### src/design/aob_pkg.sv
package aob_pkg;

  localparam int IDX_MAX_W = 12;
  localparam int COEFF_W   = 32;
  localparam int AMP_W     = 16;
  localparam int SMP_W     = 24;

  typedef struct packed {
    logic                      rd_en;
    logic [IDX_MAX_W-1:0]      rd_idx;
    logic                      prm_we;
    logic                      hist_we;
    logic [IDX_MAX_W-1:0]      wr_idx;
    logic [AMP_W-1:0]          amp;
    logic signed [COEFF_W-1:0] coeff;
    logic signed [COEFF_W-1:0] y1;
  } store_req_t;

  typedef struct packed {
    logic                      en;
    logic [IDX_MAX_W-1:0]      idx;
    logic signed [COEFF_W-1:0] y1;
    logic signed [COEFF_W-1:0] y2;
  } wb_t;

  typedef struct packed {
    logic                      valid;
    logic [IDX_MAX_W-1:0]      idx;
    logic [AMP_W-1:0]          amp;
    logic signed [COEFF_W-1:0] coeff;
    logic signed [COEFF_W-1:0] y1;
    logic signed [COEFF_W-1:0] y2;
  } rd_t;

  typedef struct packed {
    logic             clear_acc;
    logic [AMP_W-1:0] threshold;
  } eng_ctl_t;

endpackage

### src/design/aob_engine.sv
module aob_engine #(
  parameter int OSC_COUNT = 1024
) (
  input  logic                             clk,
  input  logic                             rst_n,
  input  aob_pkg::eng_ctl_t                ctl,
  input  aob_pkg::rd_t                     rd,
  input  logic signed [aob_pkg::SMP_W-1:0] left_smp,
  input  logic signed [aob_pkg::SMP_W-1:0] right_smp,
  output aob_pkg::wb_t                     wb,
  output logic                             busy,
  output logic signed [aob_pkg::SMP_W-1:0] left_mix,
  output logic signed [aob_pkg::SMP_W-1:0] right_mix
);
  import aob_pkg::*;

  localparam int IW     = (OSC_COUNT > 1) ? $clog2(OSC_COUNT) : 1;
  localparam int YAMP_W = COEFF_W + AMP_W + 1;
  localparam int ACC_W  = YAMP_W + IW;
  localparam int MIX_W  = ACC_W - 23;
  localparam int SUM_W  = MIX_W + 1;

  // stage 1: coefficient times y1
  logic                        p1_v_r, p1_act_r;
  logic signed [2*COEFF_W-1:0] p1_prod_r;
  logic [AMP_W-1:0]            p1_amp_r;
  logic signed [COEFF_W-1:0]   p1_y1_r, p1_y2_r;
  logic [IDX_MAX_W-1:0]        p1_idx_r;

  // stage 2: rounded, y2 subtracted, saturated
  logic                        p2_v_r, p2_act_r;
  logic signed [COEFF_W-1:0]   p2_y_r, p2_y1_r;
  logic [AMP_W-1:0]            p2_amp_r;
  logic [IDX_MAX_W-1:0]        p2_idx_r;

  // stage 3: y times amplitude
  logic                        p3_v_r;
  logic signed [YAMP_W-1:0]    p3_yamp_r;

  logic signed [ACC_W-1:0]     acc_r;

  logic signed [2*COEFF_W-1:0] rsum;
  logic signed [COEFF_W+2:0]   diff;
  logic signed [COEFF_W-1:0]   y_sat;
  logic signed [ACC_W-1:0]     msum;
  logic signed [MIX_W-1:0]     mix;
  logic signed [SUM_W-1:0]     l_sum, r_sum;

  always_comb begin
    rsum = p1_prod_r + {{(2*COEFF_W-30){1'b0}}, 1'b1, 29'b0};
    diff = {rsum[2*COEFF_W-1], rsum[2*COEFF_W-1:30]}
         - {{3{p1_y2_r[COEFF_W-1]}}, p1_y2_r};
    if (diff > $signed({3'b000, {(COEFF_W-1){1'b1}}})) begin
      y_sat = {1'b0, {(COEFF_W-1){1'b1}}};
    end else if (diff < $signed({3'b111, {(COEFF_W-1){1'b0}}})) begin
      y_sat = {1'b1, {(COEFF_W-1){1'b0}}};
    end else begin
      y_sat = diff[COEFF_W-1:0];
    end
  end

  always_ff @(posedge clk) begin
    p1_act_r  <= rd.amp >= ctl.threshold;
    p1_prod_r <= $signed(rd.coeff) * $signed(rd.y1);
    p1_amp_r  <= rd.amp;
    p1_y1_r   <= rd.y1;
    p1_y2_r   <= rd.y2;
    p1_idx_r  <= rd.idx;

    p2_act_r  <= p1_act_r;
    p2_y_r    <= y_sat;
    p2_y1_r   <= p1_y1_r;
    p2_amp_r  <= p1_amp_r;
    p2_idx_r  <= p1_idx_r;

    if (p2_act_r) begin
      p3_yamp_r <= p2_y_r * $signed({1'b0, p2_amp_r});
    end else begin
      p3_yamp_r <= '0;
    end
  end

  always_ff @(posedge clk) begin
    if (!rst_n) begin
      p1_v_r <= 1'b0;
      p2_v_r <= 1'b0;
      p3_v_r <= 1'b0;
      acc_r  <= '0;
    end else begin
      p1_v_r <= rd.valid;
      p2_v_r <= p1_v_r;
      p3_v_r <= p2_v_r;
      if (ctl.clear_acc) begin
        acc_r <= '0;
      end else if (p3_v_r) begin
        acc_r <= acc_r + {{(ACC_W-YAMP_W){p3_yamp_r[YAMP_W-1]}}, p3_yamp_r};
      end
    end
  end

  always_comb begin
    wb.en  = p2_v_r && p2_act_r;
    wb.idx = p2_idx_r;
    wb.y1  = p2_y_r;
    wb.y2  = p2_y1_r;
    busy   = rd.valid || p1_v_r || p2_v_r || p3_v_r;
  end

  always_comb begin
    msum  = acc_r + {{(ACC_W-23){1'b0}}, 1'b1, 22'b0};
    mix   = msum[ACC_W-1:23];
    l_sum = {{(SUM_W-SMP_W){left_smp[SMP_W-1]}}, left_smp}
          + {mix[MIX_W-1], mix};
    r_sum = {{(SUM_W-SMP_W){right_smp[SMP_W-1]}}, right_smp}
          + {mix[MIX_W-1], mix};
    if (l_sum > $signed({{(SUM_W-SMP_W+1){1'b0}}, {(SMP_W-1){1'b1}}})) begin
      left_mix = {1'b0, {(SMP_W-1){1'b1}}};
    end else if (l_sum < $signed({{(SUM_W-SMP_W+1){1'b1}}, {(SMP_W-1){1'b0}}})) begin
      left_mix = {1'b1, {(SMP_W-1){1'b0}}};
    end else begin
      left_mix = l_sum[SMP_W-1:0];
    end
    if (r_sum > $signed({{(SUM_W-SMP_W+1){1'b0}}, {(SMP_W-1){1'b1}}})) begin
      right_mix = {1'b0, {(SMP_W-1){1'b1}}};
    end else if (r_sum < $signed({{(SUM_W-SMP_W+1){1'b1}}, {(SMP_W-1){1'b0}}})) begin
      right_mix = {1'b1, {(SMP_W-1){1'b0}}};
    end else begin
      right_mix = r_sum[SMP_W-1:0];
    end
  end

  a_read_enters_pipe: assert property (@(posedge clk) disable iff (!rst_n)
    rd.valid |=> p1_v_r)
    else $error("read word lost before first stage");

endmodule

### config.mk
export PLATFORM = sky130hd
export DESIGN_NAME = aob_engine
export DESIGN_NICKNAME = d
export VERILOG_FILES = /design/src/design/aob_pkg.sv /design/src/design/aob_engine.sv
export SDC_FILE = /design/constraint.sdc
export NUM_CORES = 2
export LEC_CHECK = 0
export BUFFER_PORTS_ARGS = -buffer_cell sky130_fd_sc_hd__buf_4
export CORE_MARGIN = 10
export CORE_UTILIZATION = 59
export CTS_CLUSTER_SIZE = 8
export DETAILED_ROUTE_END_ITERATION = 10
export MAX_ROUTING_LAYER = met4
export PLACE_DENSITY = 0.8
export SLEW_MARGIN = 20
export SYNTH_ARGS = -nofsm -noshare
export SYNTH_HDL_FRONTEND = slang
export SYNTH_SLANG_ARGS = --single-unit
### constraint.sdc
create_clock -name clk -period 8.2 [get_ports clk]
set_input_delay 0.82 -clock clk [delete_from_list [all_inputs] [get_ports clk]]
set_output_delay 0.82 -clock clk [all_outputs]
set_load 0.005 [all_outputs]
== Word level (Yosys, flattened, before mapping) ==
Cells that the tools add are included.

* Bits in registers: 361
* Latch bits: 0
* Memory bits (writable): 0
* ROM bits: 0
* Input port bits: 192
* Output and inout port bits: 126
* Word-level logic and storage cells: 42
* Memories kept: 0

* Add/subtract/negate cells: 6
* Multipliers: 2
* Divide/modulo/power cells: 0
* $lt $le $gt $ge: 7
* Equality and inequality tests: 0
* Shift operators: 0
* Mux-type cells: 5
* Bitwise operators: 1
* Reduce and logical (&&, ||, !) cells: 5

{| class="wikitable"
|+ Operators with widths
! kind !! count
|-
| $mux 24 || 4
|-
| $add 24x36->37 || 2
|-
| $gt 37x24->1 const B || 2
|-
| $lt 37x24->1 const B || 2
|-
| $add 64x30->64 const B || 1
|-
| $mul 32x32->64 || 1
|-
| $add 59x23->59 const B || 1
|-
| $add 59x59->59 || 1
|-
| $mul 32x17->49 || 1
|-
| $gt 35x32->1 const B || 1
|-
| $lt 35x32->1 const B || 1
|-
| $sub 34x32->35 || 1
|-
| $mux 32 || 1
|-
| $ge 16x16->1 || 1
|-
| $logic_or 1x1->1 || 3
|-
| $reduce_or 2->1 || 1
|-
| $logic_and 1x1->1 || 1
|-
| $not 1->1 || 1
|}

== Depth between registers and ports, before layout ==
* Depth after elaboration: 5
* Depth in mapped cells: 29

== Worst setup path before layout ==
No wires, ideal clock.

* Path type: in2reg
* Start point: input port rd[95] in the netlist's numbering
* End point: register p1_prod_r[63]
* Setup time: 72 ps
* Arrival time: 8,418 ps
* Setup slack: -290 ps
* Cell stages on the path: 27
* Cells stage by stage: clkbuf_1 nand2_1 inv_1 fa_1 fa_1 fa_1 inv_1 fa_1 inv_1 fa_1 inv_1 fa_1 fa_1 fa_1 inv_1 ha_1 a21oi_1 o21bai_1 a21o_1 a21o_1 a21oi_1 o31ai_1 a21o_1 a21o_1 a41o_1 a21oi_1 xnor2_1

* Word-level cells in the longest chain between the ends: 1

{| class="wikitable"
|+ RTL lines
! element !! line !! source
|-
| start: declaration || aob_engine.sv:7 || <nowiki>input aob_pkg::rd_t rd,</nowiki>
|-
| $mul 32x32->64 || aob_engine.sv:64 || <nowiki>p1_prod_r <= $signed(rd.coeff) * $signed(rd.y1);</nowiki>
|-
| end signal: assignment || aob_engine.sv:64 ||
|-
| end: declaration || aob_engine.sv:25 || <nowiki>logic signed [2*COEFF_W-1:0] p1_prod_r;</nowiki>
|}

No other way between the ends.
A chain may end at the register's enable or synchronous reset.

== Final worst setup path ==
Same ends and word-level chain as after synthesis.

==> flow_summary.ini <==
[status]
status = finished, final reports clean

[clock_network]
cts_tree = done
post_cts_buffers = 0
post_cts_resized = 0
h-tree-depth = 2
cts_root_buf = clkbuf_16
ctsHoldBuffers = 0
path_clk_slew_ns = 0.05
ctsLongestPathBuffers = 3
cts.sinks = 332
worstSkewPairLatency_ns = 0.65
cts_buffers = 51

[sta]
post-route-min-period_ns = 7.86
worst_pin_slew_ns = 0.970
clock.fmax_mhz = 127
maxSlewViolCount = 0
min_period_over_period_pct = 95.9
finClkSkew_ns = 0.0482
grt_setup_unrepaired = false
max_slew_margin_pct = 35.3
tns_ns = 0
hold_viol_final = 0
setup_violations = 0

[min_path]
hp-class = primary input to flop

[job]
maxCapViolations = 0

[grt]
grt_pass1_wl_microns = 319000
grt_max_degree = 64
grt_pass1_vias = 60100
grt_use_total_pct = 30.2
antenna_found_initial = 8
grt_remaining_overflow = 0

[worst_setup_path]
crit_type = primary input to flop
slowest_delay_ns = 0.61
cp-startpoint = rd[95]
crit_path_top_delay_cell = fa_1
cp_common_cell = fa_1
endpoint = p1_prod_r[63]
critical-path-top-delay-family = adder cells
ff2ff_setup_slack_ns = 0.84
path_buf_inv = 8
r2r-start = p2_amp_r[9]
critPathLaunchType = primary input
cp_max_fo = 21
arrival_ns = 8.39
critical_path_depth = 29
worst-r2r-cell-count = 22
r2r_end = p3_yamp_r[45]
required_ns = 8.73
crit_path_end_kind = flop

[routing]
via_per_inst = 5.66
drtIter0Drc = 4201
dr.pass1.iters = 6
num_vias = 55100
drc = 0
antenna_left = 0
avgRoutedWirePerCell_microns = 20.2
totalWireLength_microns = 197000

[synth]
synthFlopType = dfxtp_1
synth_top_family_by_area = adder cells
synth_edf_count = 0
synth_cell_types = 81
yosys.area_share.simple_pct = 16.1
yosysSeqAreaShare_pct = 9.27
yosysWarnings = 0
syn_inst = 7877
synth_adder_area_share_pct = 52.3
async_reset_ff_share_pct = 0
syn_area_sq_um = 71700
syn_nets = 10100
synth_area_per_cell_sq_um = 9.11
synthMuxAreaShare_pct = 0.605
ys_ff_latch = 332
synth_compound_area_share_pct = 8.12
yosys.area_share.xor_xnor_pct = 3.41

[die]
start_util_pct = 59.6
die_area_sq_um = 136000
core_sq_um = 120000
num_rows = 127
die_w_microns = 369
die_h_microns = 369
ios = 318

[cells_and_area]
design_area_sq_um = 78100
syn_to_final_growth_pct = 8.89
layout.nets = 10400
drive_gt1_share_pct = 7.79

[placement]
placed_area_sq_um = 76600
portBuffers = 317
place_congestion = 0.989
hpwl_microns = 163000
Yosys cell counts, types with 51 or more instances:
master / number / area share [%]
xnor2_1: 192 / 2.3
inv_1: 1604 / 8.4
ha_1: 479 / 8.4
a21o_1: 156 / 1.6
and2_1: 751 / 6.5
xor2_1: 87 / 1.1
o21ai_0: 147 / 1.0
nand3_1: 72 / 0.50
nand2_1: 987 / 5.2
clkbuf_1: 332 / 1.7
dfxtp_1: 332 / 9.3
nand2b_1: 51 / 0.44
fa_1: 1574 / 44
nor2_1: 223 / 1.2
o21a_1: 64 / 0.67
a21oi_1: 242 / 1.7
worst register-to-register path, cell delays in order, from the launching register on:
cell and delay (ns):
dfxtp_1 0.88, buf_4 0.38, nand2_1 0.11, fa_1 0.55
fa_1 0.45, fa_1 0.57, fa_1 0.43, fa_1 0.49
inv_1 0.05, fa_1 0.48, ha_1 0.33, and3_1 0.19
a221oi_1 0.54, o21ai_0 0.25, nor3_1 0.20, o21ai_0 0.17
a31o_2 0.27, a21oi_1 0.13, buf_4 0.15, o21ai_0 0.17
mux2i_1 0.17, xnor2_1 0.14, and2_1 0.15
area by class of cell:
class / instances / area, sq um
well taps: 1612 / 2020
flip-flops and latches: 332 / 6650
clock inverters: 7 / 108
clock buffers: 62 / 1380
repair buffers: 526 / 4120
multi-input cells: 5599 / 57800
fillers: 9609 / 42200
diodes: 8 / 20.0
inverters: 1604 / 6020
sequential cells by signal (all words and copies together), names as in the netlist, 12 cells and up:
register / flops
p1_idx_r: 12
p1_amp_r: 16
p2_y_r: 32
p2_idx_r: 12
p1_y2_r: 32
p2_y1_r: 32
p3_yamp_r: 49
p1_prod_r: 35
p1_y1_r: 32
acc_r: 59
p2_amp_r: 16
worst min-delay path by stage:
stage / endpoint / start / cells after the start
6_report: p1_idx_r[6] / rd[118] / 1
5_1_grt: p1_idx_r[6] / rd[118] / 1
4_1_cts: p1_y2_r[31] / rd[31] / 1
3_5_place_dp: p2_amp_r[2] / p1_amp_r[2] / 0
3_3_place_gp: p2_y1_r[8] / p1_y1_r[8] / 0
2_1_floorplan: p2_act_r / p1_act_r / 0
layout by cell type, fill, tap and decap left out, types with 22 or more instances in the layout:
cell / n
nor2_1: 223
fa_1: 1572
nor2b_1: 33
buf_4: 512
xor2_1: 87
or3_1: 22
nand2_1: 986
a21oi_1: 242
and2_1: 751
a211oi_1: 39
a21o_1: 156
o21ai_0: 147
nor3_1: 49
a31oi_1: 22
clkbuf_16: 52
o211ai_1: 26
nand2b_1: 50
dfxtp_1: 330
ha_1: 479
inv_1: 1602
and3_1: 43
xnor2_1: 192
o21ai_1: 24
o21a_1: 64
nand3_1: 72
mux2i_1: 40
nand4_1: 40
o21bai_1: 30
metrics by stage:
step,util (%),hold WS [ns],instances,setup WS (ns)
3_3_place_gp,63.7,0.310,9672,-0.0424
4_1_cts,64.9,0.217,9742,0.428
5_1_grt,64.9,0.247,9750,0.101
3_5_place_dp,63.7,0.312,9673,-0.234
6_report,64.9,0.270,9750,0.338
2_1_floorplan,-,0.310,7877,0.0103
metal layers:
layer	GRT usage, %	wire length, microns	vias to the layer above
met1	35.6	73900	27800
li1	-	-	24400
met5	-	0	-
met3	6.57	17200	544
met2	50.4	96600	2371
met4	11.6	8770	0
kinds of logic after synthesis:
family / Yosys count
simple gates: 2337
compound gates: 887
fa+ha+maj: 2053
flops: 332
buf+inv: 1946
xor+xnor: 279
mux: 43
Power is left out: the tool's default activity adds up to more than one toggle a clock period on the data nets, which glitch-free logic cannot reach.
